<file path="src/rtl/iee_pkg.sv">
// Shared types and constants for the integer expression evaluator.
`default_nettype none
package iee_pkg;
  // arithmetic width of the evaluator
  localparam int VALUE_BITS = 32;

  localparam logic [7:0] CH_PLUS  = 8'h2b;
  localparam logic [7:0] CH_MINUS = 8'h2d;
  localparam logic [7:0] CH_STAR  = 8'h2a;
  localparam logic [7:0] CH_SLASH = 8'h2f;
  localparam logic [7:0] CH_ZERO  = 8'h30;
  localparam logic [7:0] CH_NINE  = 8'h39;
  localparam logic [7:0] CH_SPACE = 8'h20;
  localparam logic [7:0] CH_TAB   = 8'h09;
  localparam logic [7:0] CH_CR    = 8'h0d;

  localparam logic [1:0] ST_OK     = 2'd0;
  localparam logic [1:0] ST_SYNTAX = 2'd1;
  localparam logic [1:0] ST_DIV0   = 2'd2;
  localparam logic [1:0] ST_OVF    = 2'd3;

  // pending multiplicative operator
  localparam logic [1:0] MOP_NONE = 2'd0;
  localparam logic [1:0] MOP_MUL  = 2'd1;
  localparam logic [1:0] MOP_DIV  = 2'd2;

  // minus run: odd or even count after a number, or a negated literal
  localparam logic [1:0] MR_NONE = 2'd0;
  localparam logic [1:0] MR_ODD  = 2'd1;
  localparam logic [1:0] MR_EVEN = 2'd2;
  localparam logic [1:0] MR_NEG  = 2'd3;

  typedef enum logic [2:0] {
    CK_DIGIT = 3'd0,
    CK_SPACE = 3'd1,
    CK_PLUS  = 3'd2,
    CK_MINUS = 3'd3,
    CK_MUL   = 3'd4,
    CK_DIV   = 3'd5,
    CK_BAD   = 3'd6
  } char_kind_t;

  // classified request handed from front to back
  typedef struct packed {
    char_kind_t kind;
    logic [3:0] digit;
    logic       last;
  } tok_t;
endpackage
`default_nettype wire

</file>
<file path="src/rtl/iee_front.sv">
// Front end: accepts characters, classifies them and queues them for the back end.
`default_nettype none
module iee_front (
  input  wire              clk,
  input  wire              rst_n,
  input  wire              in_valid,
  output logic             in_stall,
  input  wire  [7:0]       in_char_code,
  input  wire              in_last_char,
  output logic             q_valid,
  output iee_pkg::tok_t    q_tok,
  input  wire              q_take
);
  import iee_pkg::*;
  localparam int DEPTH = 4;
  tok_t         mem [DEPTH];
  logic [1:0]   wp_r, rp_r;
  logic [2:0]   cnt_r;
  tok_t         t;
  logic         push, pop;

  always_comb begin
    t.last  = in_last_char;
    t.digit = 4'(in_char_code - CH_ZERO);
    if (in_char_code >= CH_ZERO && in_char_code <= CH_NINE) t.kind = CK_DIGIT;
    else if (in_char_code == CH_SPACE ||
             (in_char_code >= CH_TAB && in_char_code <= CH_CR)) t.kind = CK_SPACE;
    else if (in_char_code == CH_PLUS)  t.kind = CK_PLUS;
    else if (in_char_code == CH_MINUS) t.kind = CK_MINUS;
    else if (in_char_code == CH_STAR)  t.kind = CK_MUL;
    else if (in_char_code == CH_SLASH) t.kind = CK_DIV;
    else t.kind = CK_BAD;
  end

  assign in_stall = (cnt_r == 3'(DEPTH));
  assign push     = in_valid && !in_stall;
  assign q_valid  = (cnt_r != 3'd0);
  assign pop      = q_valid && q_take;
  assign q_tok    = mem[rp_r];

  always_ff @(posedge clk) begin
    if (push) mem[wp_r] <= t;
  end

  always_ff @(posedge clk) begin
    if (!rst_n) begin
      wp_r <= '0; rp_r <= '0; cnt_r <= '0;
    end else begin
      if (push) wp_r <= wp_r + 2'd1;
      if (pop)  rp_r <= rp_r + 2'd1;
      cnt_r <= cnt_r + 3'(push) - 3'(pop);
    end
  end
endmodule
`default_nettype wire

</file>
<file path="src/rtl/iee_div.sv">
// Iterative signed divider, one quotient bit per cycle, truncating.
`default_nettype none
module iee_div #(
  parameter int W = 32
) (
  input  wire                clk,
  input  wire                rst_n,
  input  wire                start,
  input  wire  signed [W-1:0] a,
  input  wire  signed [W-1:0] b,
  output logic               done,
  output logic signed [W-1:0] q
);
  localparam int CW = $clog2(W + 1);
  logic [W-1:0]  rem_r, quo_r, dvs_r;
  logic          neg_r, busy_r;
  logic [CW-1:0] cnt_r;
  logic [W:0]    trial;
  logic [W-1:0]  rem_sh;

  assign rem_sh = {rem_r[W-2:0], quo_r[W-1]};
  assign trial  = {1'b0, rem_sh} - {1'b0, dvs_r};
  assign done   = busy_r && (cnt_r == CW'(0));
  assign q      = neg_r ? -$signed(quo_r) : $signed(quo_r);

  always_ff @(posedge clk) begin
    if (!rst_n) begin
      busy_r <= 1'b0; cnt_r <= '0;
    end else if (start) begin
      busy_r <= 1'b1;
      cnt_r  <= CW'(W);
      rem_r  <= '0;
      quo_r  <= a[W-1] ? -a : a;
      dvs_r  <= b[W-1] ? -b : b;
      neg_r  <= a[W-1] ^ b[W-1];
    end else if (busy_r) begin
      if (cnt_r == CW'(0)) busy_r <= 1'b0;
      else begin
        cnt_r <= cnt_r - CW'(1);
        if (!trial[W]) begin
          rem_r <= trial[W-1:0];
          quo_r <= {quo_r[W-2:0], 1'b1};
        end else begin
          rem_r <= rem_sh;
          quo_r <= {quo_r[W-2:0], 1'b0};
        end
      end
    end
  end
endmodule
`default_nettype wire

</file>
<file path="src/rtl/iee_back.sv">
// Back end: parse state machine and checked arithmetic on queued characters.
`default_nettype none
module iee_back (
  input  wire                 clk,
  input  wire                 rst_n,
  input  wire                 q_valid,
  input  iee_pkg::tok_t       q_tok,
  output logic                q_take,
  output logic                out_valid,
  input  wire                 out_stall,
  output logic signed [31:0]  out_value,
  output logic [1:0]          out_status
);
  import iee_pkg::*;

  localparam int W = VALUE_BITS;

  typedef enum logic [5:0] {
    PH_START = 6'b000001, PH_UNARY = 6'b000010, PH_NUMBER = 6'b000100,
    PH_AFTER = 6'b001000, PH_OPND  = 6'b010000, PH_MRUN   = 6'b100000
  } phase_t;
  // sequencing of one character
  typedef enum logic [5:0] {
    SQ_IDLE = 6'b000001, SQ_LIT  = 6'b000010, SQ_MULC = 6'b000100,
    SQ_DIVW = 6'b001000, SQ_TERM = 6'b010000, SQ_EMIT = 6'b100000
  } seq_t;

  localparam logic [W:0] LIM    = (W+1)'(1) << (W-1);
  localparam logic [W:0] LIM_M1 = LIM - (W+1)'(1);
  localparam logic signed [W-1:0]   VMIN = W'(LIM);
  localparam logic signed [2*W-1:0] PMAX = (2*W)'(LIM_M1);
  localparam logic signed [2*W-1:0] PMIN = -((2*W)'(LIM));

  phase_t phase_r, phase_nxt, cur_ph;
  seq_t   seq_r, after_lit, after_term;
  logic signed [W-1:0]   sum_r, term_r, lit_v, div_q;
  logic signed [2*W-1:0] prod_r;
  logic signed [W:0]     sres;
  logic [W:0]   num_r, num_nxt, fnum_r;
  logic [W+4:0] num_x10;
  logic [1:0]   mop_r, mop_nxt, mrun_r, mrun_nxt, err_r, err_nxt, fmop_r;
  logic         asgn_r, asgn_nxt, fasgn_r, fneg_r, fterm_r, femit_r;
  logic         syn, lit_mid, term_mid, fin_fold, lit_ovf;
  logic         div_start, div_done, emit_fire;

  iee_div #(.W(W)) u_div (.clk(clk), .rst_n(rst_n), .start(div_start),
    .a(term_r), .b(lit_v), .done(div_done), .q(div_q));

  assign q_take    = (seq_r == SQ_IDLE);
  assign emit_fire = (seq_r == SQ_EMIT) && !(out_valid && out_stall);
  assign num_x10   = {4'd0, num_r} * (W+5)'(10) + (W+5)'(q_tok.digit);

  // parse step for the token at the head of the queue
  always_comb begin
    phase_nxt = phase_r; num_nxt = num_r; mop_nxt = mop_r; mrun_nxt = mrun_r;
    asgn_nxt = asgn_r; syn = 1'b0; lit_mid = 1'b0; term_mid = 1'b0;
    cur_ph = phase_r;
    if (q_tok.kind == CK_BAD) syn = 1'b1;
    else begin
      // a number ends here: fold it, then carry on as after a number
      if (phase_r == PH_NUMBER && q_tok.kind != CK_DIGIT) begin
        lit_mid = 1'b1; cur_ph = PH_AFTER;
        num_nxt = '0; mop_nxt = MOP_NONE; mrun_nxt = MR_NONE;
      end
      phase_nxt = cur_ph;
      unique case (cur_ph)
        PH_START, PH_OPND: begin
          if (q_tok.kind == CK_DIGIT) begin
            mrun_nxt = MR_NONE; num_nxt = (W+1)'(q_tok.digit); phase_nxt = PH_NUMBER;
          end else if (q_tok.kind == CK_MINUS) begin
            mrun_nxt = MR_NEG; phase_nxt = PH_UNARY;
          end else if (q_tok.kind != CK_SPACE) syn = 1'b1;
        end
        PH_UNARY: begin
          if (q_tok.kind == CK_DIGIT) begin
            num_nxt = (W+1)'(q_tok.digit); phase_nxt = PH_NUMBER;
          end else if (q_tok.kind != CK_SPACE) syn = 1'b1;
        end
        PH_NUMBER: num_nxt = (num_x10 > (W+5)'(LIM)) ? LIM + (W+1)'(1)
                             : (W+1)'(num_x10);
        PH_AFTER: begin
          unique case (q_tok.kind)
            CK_DIGIT: syn = 1'b1;
            CK_PLUS:  begin term_mid = 1'b1; asgn_nxt = 1'b0; phase_nxt = PH_OPND; end
            CK_MINUS: begin term_mid = 1'b1; mrun_nxt = MR_ODD; phase_nxt = PH_MRUN; end
            CK_MUL:   begin mop_nxt = MOP_MUL; phase_nxt = PH_OPND; end
            CK_DIV:   begin mop_nxt = MOP_DIV; phase_nxt = PH_OPND; end
            default: ;
          endcase
        end
        default: begin
          if (q_tok.kind == CK_DIGIT) begin
            asgn_nxt = (mrun_r == MR_ODD); mrun_nxt = MR_NONE;
            num_nxt = (W+1)'(q_tok.digit); phase_nxt = PH_NUMBER;
          end else if (q_tok.kind == CK_MINUS) begin
            mrun_nxt = (mrun_r == MR_ODD) ? MR_EVEN : MR_ODD;
          end else if (q_tok.kind != CK_SPACE) syn = 1'b1;
        end
      endcase
    end
    fin_fold = q_tok.last && (phase_nxt == PH_NUMBER);
    err_nxt  = (syn || (q_tok.last && !fin_fold)) ? ST_SYNTAX : err_r;
  end

  // literal value from the captured magnitude and minus flag
  always_comb begin
    lit_ovf = 1'b0; lit_v = '0;
    if (fneg_r) begin
      if (fnum_r > LIM) lit_ovf = 1'b1; else lit_v = W'(-fnum_r);
    end else if (fnum_r > LIM_M1) lit_ovf = 1'b1;
    else lit_v = W'(fnum_r);
  end

  assign sres = fasgn_r ? ({sum_r[W-1], sum_r} - {term_r[W-1], term_r})
                        : ({sum_r[W-1], sum_r} + {term_r[W-1], term_r});
  assign div_start = (seq_r == SQ_LIT) && (err_r == ST_OK) && !lit_ovf &&
                     (fmop_r == MOP_DIV) && (lit_v != '0) &&
                     !(term_r == VMIN && lit_v == {W{1'b1}});
  assign after_lit  = fterm_r ? SQ_TERM : (femit_r ? SQ_EMIT : SQ_IDLE);
  assign after_term = femit_r ? SQ_EMIT : SQ_IDLE;

  always_ff @(posedge clk) begin
    if (!rst_n) begin
      seq_r <= SQ_IDLE; phase_r <= PH_START; sum_r <= '0; term_r <= '0; num_r <= '0;
      mop_r <= MOP_NONE; mrun_r <= MR_NONE; asgn_r <= 1'b0; err_r <= ST_OK;
      fterm_r <= 1'b0; femit_r <= 1'b0;
    end else begin
      unique case (seq_r)
        SQ_IDLE: if (q_valid) begin
          phase_r <= phase_nxt; num_r <= num_nxt; mop_r <= mop_nxt;
          mrun_r <= mrun_nxt; asgn_r <= asgn_nxt; err_r <= err_nxt;
          // the final fold sees this character's digit, an earlier fold the old state
          fnum_r  <= q_tok.last ? num_nxt : num_r;
          fneg_r  <= (q_tok.last ? mrun_nxt : mrun_r) == MR_NEG;
          fmop_r  <= q_tok.last ? mop_nxt : mop_r;
          fasgn_r <= q_tok.last ? asgn_nxt : asgn_r;
          fterm_r <= term_mid || fin_fold;
          femit_r <= q_tok.last;
          if (lit_mid || fin_fold) seq_r <= SQ_LIT;
          else if (term_mid) seq_r <= SQ_TERM;
          else if (q_tok.last) seq_r <= SQ_EMIT;
        end
        SQ_LIT: begin
          if (err_r != ST_OK) seq_r <= after_lit;
          else if (lit_ovf) begin err_r <= ST_OVF; seq_r <= after_lit; end
          else if (fmop_r == MOP_MUL) begin
            prod_r <= term_r * lit_v; seq_r <= SQ_MULC;
          end else if (fmop_r == MOP_DIV) begin
            if (lit_v == '0) begin err_r <= ST_DIV0; seq_r <= after_lit; end
            else if (!div_start) begin err_r <= ST_OVF; seq_r <= after_lit; end
            else seq_r <= SQ_DIVW;
          end else begin term_r <= lit_v; seq_r <= after_lit; end
        end
        SQ_MULC: begin
          if (prod_r > PMAX || prod_r < PMIN) err_r <= ST_OVF;
          else term_r <= prod_r[W-1:0];
          seq_r <= after_lit;
        end
        SQ_DIVW: if (div_done) begin
          term_r <= div_q; seq_r <= after_lit;
        end
        SQ_TERM: begin
          if (err_r == ST_OK) begin
            if (sres[W] != sres[W-1]) err_r <= ST_OVF; else sum_r <= sres[W-1:0];
          end
          term_r <= '0;
          seq_r <= after_term;
        end
        SQ_EMIT: if (emit_fire) begin
          seq_r <= SQ_IDLE; phase_r <= PH_START; sum_r <= '0; term_r <= '0;
          num_r <= '0; mop_r <= MOP_NONE; mrun_r <= MR_NONE; asgn_r <= 1'b0;
          err_r <= ST_OK;
        end
        default: seq_r <= SQ_IDLE;
      endcase
    end
  end

  always_ff @(posedge clk) begin
    if (!rst_n) begin
      out_valid <= 1'b0; out_value <= '0; out_status <= ST_OK;
    end else if (emit_fire) begin
      out_valid  <= 1'b1;
      out_status <= err_r;
      out_value  <= (err_r == ST_OK) ? 32'(sum_r) : 32'sd0;
    end else if (!out_stall) out_valid <= 1'b0;
  end
endmodule
`default_nettype wire

</file>
<file path="src/rtl/integer_expression_evaluator_top.sv">
// Top level of the streaming integer expression evaluator.
// Usage: characters enter on in_char_code with in_last_char marking the end of
// an expression; one request per character under valid/stall. On the final
// character one result leaves on out_value/out_status (0 ok, 1 syntax,
// 2 divide by zero, 3 overflow; value 0 unless ok).
// A four-entry queue parts the classifying front end from the back end, so
// characters are taken while the back end computes or the output stalls.
// Back-end steps per character: one idle step when nothing folds; the
// character that ends a number also passes SQ_LIT, and SQ_TERM if it also
// closes a + or - term; a pending multiply adds SQ_MULC, a pending divide
// adds SQ_DIVW, which waits there for the divider's done.
// From the last character to out_valid a well-formed expression passes
// SQ_LIT (then SQ_MULC or SQ_DIVW for a pending multiply or divide), SQ_TERM
// and SQ_EMIT; a syntax error at a bare final character goes straight to SQ_EMIT.
// Synchronous active-low reset clears the parse state and empties the queue.
// While out_stall is high the result holds and the back end waits at the
// result; the queue keeps filling until full, then in_stall rises.
`default_nettype none
module integer_expression_evaluator_top (
  input  wire         clk,
  input  wire         rst_n,
  input  wire         in_valid,
  output logic        in_stall,
  input  wire  [7:0]  in_char_code,
  input  wire         in_last_char,
  output logic        out_valid,
  input  wire         out_stall,
  output logic signed [31:0] out_value,
  output logic [1:0]  out_status
);
  import iee_pkg::*;
  logic q_valid, q_take;
  tok_t q_tok;

  iee_front u_front (.clk(clk), .rst_n(rst_n), .in_valid(in_valid), .in_stall(in_stall),
    .in_char_code(in_char_code), .in_last_char(in_last_char),
    .q_valid(q_valid), .q_tok(q_tok), .q_take(q_take));

  iee_back u_back (.clk(clk), .rst_n(rst_n), .q_valid(q_valid),
    .q_tok(q_tok), .q_take(q_take), .out_valid(out_valid), .out_stall(out_stall),
    .out_value(out_value), .out_status(out_status));

  a_hold: assert property (@(posedge clk) disable iff (!rst_n)
    out_valid && out_stall |=> out_valid && $stable(out_value) && $stable(out_status))
    else $error("result changed under stall");
  a_zero: assert property (@(posedge clk) disable iff (!rst_n)
    out_valid && out_status != ST_OK |-> out_value == 32'd0)
    else $error("non-zero value with error status");
endmodule
`default_nettype wire
</file>
<file path="config.mk">
export PLATFORM = sky130hd
export DESIGN_NAME = integer_expression_evaluator_top
export DESIGN_NICKNAME = d
export VERILOG_FILES = /design/src/rtl/iee_pkg.sv /design/src/rtl/iee_front.sv /design/src/rtl/iee_div.sv /design/src/rtl/iee_back.sv /design/src/rtl/integer_expression_evaluator_top.sv
export SDC_FILE = /design/constraint.sdc
export NUM_CORES = 2
export LEC_CHECK = 0
export BUFFER_PORTS_ARGS = -buffer_cell sky130_fd_sc_hd__clkbuf_2
export CAP_MARGIN = 20
export CORE_UTILIZATION = 47
export DETAILED_ROUTE_END_ITERATION = 10
export GPL_TIMING_DRIVEN = 0
export MAX_ROUTING_LAYER = met4
export PLACE_DENSITY = 0.75
export SYNTH_ARGS = -nofsm -noshare
export SYNTH_HDL_FRONTEND = slang
export SYNTH_SLANG_ARGS = --single-unit
</file>
<file path="constraint.sdc">
create_clock -name clk -period 10.4 [get_ports clk]
set_clock_uncertainty 0.05 [all_clocks]
set_input_delay 1.04 -clock clk [delete_from_list [all_inputs] [get_ports clk]]
set_output_delay 1.04 -clock clk [all_outputs]
set_load 0.02 [all_outputs]
</file>
Word level (Yosys, flattened, before mapping). Memories as Yosys holds them, arrays and structs flattened. A register that Yosys moved wholly into a read port is not among the register bits. Cells that the tools add are included. W data, S select, Z words.

Memories kept: 1. Output and inout port bits: 36. Bits of input ports: 13. Word-level logic and storage cells: 302. Memory bits (writable): 32. Register bits after elaboration: 364.

Memory list: u_front.mem (words 4, width 8, read ports 1, clocked after memory_dff 1, wr ports 1, RTL line iee_front.sv:16) `tok_t mem [DEPTH];`.

$add $sub $neg: 14. Equal/unequal tests: 51. Reduce and logical (&&, ||, !) cells: 57. $mul: 2. $lt $le $gt $ge: 9. Multiplexer cells: 133. Bitwise operators: 5.

Operator list (number): $mux W32 (18); $mux W33 (8); $pmux W32 S5 (1); $mux W6 (24); $pmux W33 S2 (2); $neg A32 Y32 (4); $mux W31 (4); $sub A32 B32 Y33 (2); $eq A32 B32 Y1 const B (2); $gt A64 B32 Y1 const B (1); $lt A64 B32 Y1 const B (1); $mul A32 B32 Y64 (1); $pmux W32 S2 (1); $mux W2 (30); $eq A8 B6 Y1 const B (5); $add A37 B4 Y37 (1); $gt A37 B32 Y1 const B (1); $mul A33 B3 Y36 const B (1); $pmux W6 S6 (1); $add A32 B32 Y33 (1); $gt A33 B31 Y1 const B (1); $gt A33 B32 Y1 const B (1); $logic_not A32 Y1 (1); $reduce_bool A32 Y1 (1); other kinds (55) (158).

Depth between registers and ports, before layout.
Depth after elaboration: 16. Mapped depth: 42. Mapped depth without buffers: 38.

Modules after synthesis. Synthesis repeated with hierarchy kept, for this count alone.

Cells, all modules: 6924. Area, all modules: 63111.8 um^2.

By module, submodules not included: iee_back (cells an instance 5966, area an instance 53635.2 um^2, seq. area each 6095.8 um^2, instances 1); iee_div (cells an instance 842, area an instance 7646.1 um^2, seq. area each 3022.9 um^2, instances 1); iee_front (cells an instance 116, area an instance 1830.5 um^2, seq. area each 1141.1 um^2, instances 1).

Worst setup path after synthesis. Ideal clock, no wire load.

Path kind: register to register. Start: reg u_back.fnum_r[0]. End: reg u_back.prod_r[62], data pin. Arrival: 10.073 ns. Cell stages (with the launch flop): 40. Data required time: 10.085 ns. Path slack: 0.013 ns. Buffers on the path: 5. Library setup time: 0.265 ns. Clock period less this slack: 10.387 ns. Cells stage by stage: edfxtp_1 > clkbuf_1 > clkbuf_1 > inv_1 > ha_1 > nor3b_2 > nand4b_1 > or4_4 > o21ai_2 > o211ai_2 > buf_6 > clkbuf_1 > nor2_1 > clkbuf_1 > nand2_1 > fa_1 > fa_1 > inv_1 > [... 4 more ...] > fa_1 > fa_1 > fa_1 > fa_1 > ha_1 > a21o_1 > a21o_1 > a21oi_1 > o21ai_0 > a21o_1 > a311o_1 > o31ai_1 > o211ai_1 > a31oi_1 > nor2b_1 > o21ai_0 > o211ai_1 > xor2_1.

Cells in the longest elaborated chain, start to end: 4. Elaborated cells on any way between the ends: 7. Those cells by class: 1 x add/sub; 1 x mul; 2 x order compare; 3 x mux.

Ends and longest elaborated chain: start: declaration (RTL line iee_back.sv:39) `logic [W:0] num_r, num_nxt, fnum_r;`; start signal: assignment (RTL line iee_back.sv:133) `fnum_r <= q_tok.last ? num_nxt : num_r;`; $neg A32 Y32, or another cell as far along (RTL line iee_back.sv:109) `if (fnum_r > LIM) lit_ovf = 1'b1; else lit_v = W'(-fnum_r);`; $mux W32, on equally long branches (RTL line iee_back.sv:109, iee_back.sv:110); $mux W32 * (RTL line iee_back.sv:108) `if (fneg_r) begin`; $mul A32 B32 Y64 * (RTL line iee_back.sv:147) `prod_r <= term_r * lit_v; seq_r <= SQ_MULC;`; end signal: assignment (RTL line iee_back.sv:147); end: declaration (RTL line iee_back.sv:37) `logic signed [2*W-1:0] prod_r;`.

Mark *: on every way between the ends. The rest lies on a longest branch, timed or not. A chain may end at the register's enable or synchronous reset.

Worst setup path after layout.
Start: reg u_back.fnum_r[19]. End: reg u_back.prod_r[63], data pin.

Same word-level chain as after synthesis.

==> results.sh <==
export IMPL_worstPathArrival_ps=11740
export IMPL_htreeDepth=2
export IMPL_synth_warnings=0
export IMPL_synth_most_common_cell="fa_1"
export IMPL_crit_top_cell="fa_1"
export IMPL_ant_nets=0
export IMPL_synth_ff_type="edfxtp_1"
export IMPL_grt_ovfl_total=0
export IMPL_wl_um=235400
export IMPL_nets=8487
export IMPL_p_per_area_mw_per_mm2=122.3
export IMPL_p_leak_nw=32.47
export IMPL_routedWlPerCell_um=26.45
export IMPL_die_h_um=366.0
export IMPL_grt_pass1_vias=53080
export IMPL_vias=52951
export IMPL_finalWorstSetupSlack_ps=-957.6
export IMPL_fin_util_pct=53.42
export IMPL_portBuffers=47
export IMPL_synth_compound_area_share_pct=10.19
export IMPL_min_path_type="reg2reg"
export IMPL_worst_slew_pin_slew_ps=1284
export IMPL_fin_crit_sh_pct=109.2
export IMPL_cp_max_fo=6
export IMPL_fmax_mhz=88.05
export IMPL_fin_crit_ps=11360
export IMPL_antenna_found_initial=24
export IMPL_synth_cell_type_count=100
export IMPL_drt_iter0_markers=6590
export IMPL_yosys_area_top_type="fa_1"
export IMPL_synth_edf_count=229
export IMPL_fillers=11688
export IMPL_syn2layout_area_growth_pct=12.75
export IMPL_grt_max_degree=60
export IMPL_synth_xor_area_share_pct=4.550
export IMPL_clk_path_buf_depth=3
export IMPL_synthTopCellsByArea="fa_1, edfxtp_1, ha_1"
export IMPL_rsz0062_at_grt="true"
export IMPL_yosysTopAreaCellShare_pct=34.94
export IMPL_synthMuxAreaShare_pct=1.117
export IMPL_cp_data_required_time_ps=10780
export IMPL_ys_async_sr_fraction_pct=0
export IMPL_synth_top_family_by_area="adder cells"
export IMPL_rows=133
export IMPL_io_pin_count=49
export IMPL_path_clk_slew_ps=60
export IMPL_ys_ff_latch=398
export IMPL_synthAdderAreaFrac_pct=41.55
export IMPL_max_stage_delay_ps=620
export IMPL_critical_path_class="reg2reg"
export IMPL_placed_area_mm2=0.06547
export IMPL_synth_simple_area_share_pct=17.50
export IMPL_crit_path_top_delay_cell="fa_2"
export IMPL_netlist_instances=6777
export IMPL_synth_area_mm2=0.06229
export IMPL_root_buffer="clkbuf_16"
export IMPL_gp_congestion=1.120
export IMPL_hpwlAfterDp_um=186100
export IMPL_peakVddDrop_v=0.0001524
export IMPL_coreArea_mm2=0.1315
export IMPL_synth_common_cells="fa_1, inv_1, nand2_1, and2_1, ha_1"
export IMPL_die_w_um=366.0
export IMPL_cts_tree="built"
export IMPL_startpoint_type="flip-flop"
export IMPL_maxSlewHeadroom_pct=14.38
export IMPL_initial_core_util_pct=47.38
export IMPL_synth_seq_area_share_pct=16.47
export IMPL_die_area_mm2=0.1340
export IMPL_cap_violations=0
export IMPL_viasPerCell=5.950
export IMPL_worstSkewPairLatency_ps=720
export IMPL_firstDrtPassIters=11
export IMPL_fin_tns_setup_ps=-8570
export IMPL_slew_violations=0
export IMPL_stdcell_area_mm2=0.07023
export IMPL_timing_hold_violations_final=0
export IMPL_cts_buffers=47
export IMPL_grt_first_pass_wirelength_um=347300
export IMPL_violations="DRC, setup timing"
export IMPL_synth_avg_cell_area_um2=9.191
export IMPL_grt_total_usage_pct=36.22
export IMPL_syn_num_nets=8206
export IMPL_cts_sinks=398
export IMPL_route_detailed_drc=19
export IMPL_status="finished with violations"
export IMPL_endpoint_kind="flip-flop"
export IMPL_setup_viol=24
export IMPL_drive_above_1_share_pct=9.780
final timing paths:
path         slack, ps                  from                    to  cells past startpoint
max reg2reg       -960     u_back.fnum_r[19]     u_back.prod_r[63]                     36
min                410  u_back.out_value[23]  u_back.out_value[23]                      2
min reg2reg        410  u_back.out_value[23]  u_back.out_value[23]                      2
max               -960     u_back.fnum_r[19]     u_back.prod_r[63]                     36
repair_timing:
item,CTS,global route
pin swaps,83,132
hold buffers,0,0
resized for setup,377,164
setup endpoints to repair,53,35
buffers inserted,93,36
gates cloned,1,1
state kept, by name (all words and copies together) (netlist names), 3 cells and up, named ones only:
signal	cells
u_back.fnum_r	33
u_back.num_r	33
u_back.out_value	32
u_back.phase_r	6
u_back.prod_r	64
u_back.seq_r	6
u_back.sum_r	32
u_back.term_r	32
u_back.u_div.cnt_r	6
u_back.u_div.dvs_r	32
u_back.u_div.quo_r	32
u_back.u_div.rem_r	31
u_front.cnt_r	3
u_front.mem	32
power by group:
group,internal (mW),switching (mW),total (mW)
clock network,0.967,0.807,1.77
registers,1.80,0.0989,1.90
logic,1.68,3.24,4.92
per-stage QoR:
step                      worst slack [ps]  power (mW)  hold WS, ps  cells
after floorplan                      12.81       4.386        396.4   6777
after global placement               -4993       5.902        399.8   8579
after detailed placement             -4414       6.024        407.7   8626
after CTS                           -743.3       8.219        416.0   8803
after global routing                 -1076       8.827        435.4   8873
final                               -957.6       8.592        411.8   8900
cells in the final DEF, fill, tap and decap left out, types with 84 or more instances in the layout:
cell type	n
ha_1	316
nor2_1	279
nand3_1	84
nand2_1	820
o21ai_0	224
fa_1	1049
nor2b_1	88
xnor2_1	198
edfxtp_1	229
and3_1	108
clkbuf_1	241
and2_1	412
nor3_1	89
a21oi_1	201
buf_4	120
inv_1	1038
xor2_1	110
dfxtp_1	169
logic make-up (layout without fill, tap and decap cells):
family / after synthesis / after routing
and+or+nand+nor: 2196 / 2196
buffers and inverters: 1423 / 1742
adders and majority gates: 1416 / 1416
AOI/OAI and AO/OA: 964 / 964
DFF: 398 / 398
xor gates and xnor gates: 322 / 322
muxes: 58 / 58
other: 0 / 49
final cells by class:
type / count / area [µm²] / area share, %
Tap cell: 1755 / 2196 / 3.127
Clock inverter: 24 / 299.0 / 0.4258
Antenna cell: 49 / 122.6 / 0.1746
Clock buffer: 63 / 1296 / 1.846
Multi-Input combinational cell: 4956 / 47750 / 67.99
Sequential cell: 398 / 10260 / 14.61
Inverter: 1061 / 4003 / 5.699
Timing Repair Buffer: 237 / 2290 / 3.260
Buffer: 357 / 2017 / 2.872
metal layers:
| layer | global-route usage (%) | up-vias | share of wire [%] |
|---|---|---|---|
| met5 | - | - | 0 |
| met4 | 23.66 | 0 | 8.4 |
| met3 | 11.96 | 883 | 13 |
| met2 | 50.57 | 3335 | 42 |
| met1 | 44.69 | 26351 | 37 |
| li1 | - | 22382 | - |
critical path: cells and delay by family, from the launching register on:
| family | cells | cell delay [ps] |
|---|---|---|
| AO/OA/AOI/OAI | 14 | 3250 |
| XOR/XNOR | 1 | 170 |
| adder cells (fa/ha/maj) | 9 | 4260 |
| buffers and inverters | 7 | 960 |
| flip-flops | 1 | 490 |
| AND/OR/NAND/NOR | 5 | 1880 |
No activity file was read; power rests on OpenSTA's default activity.
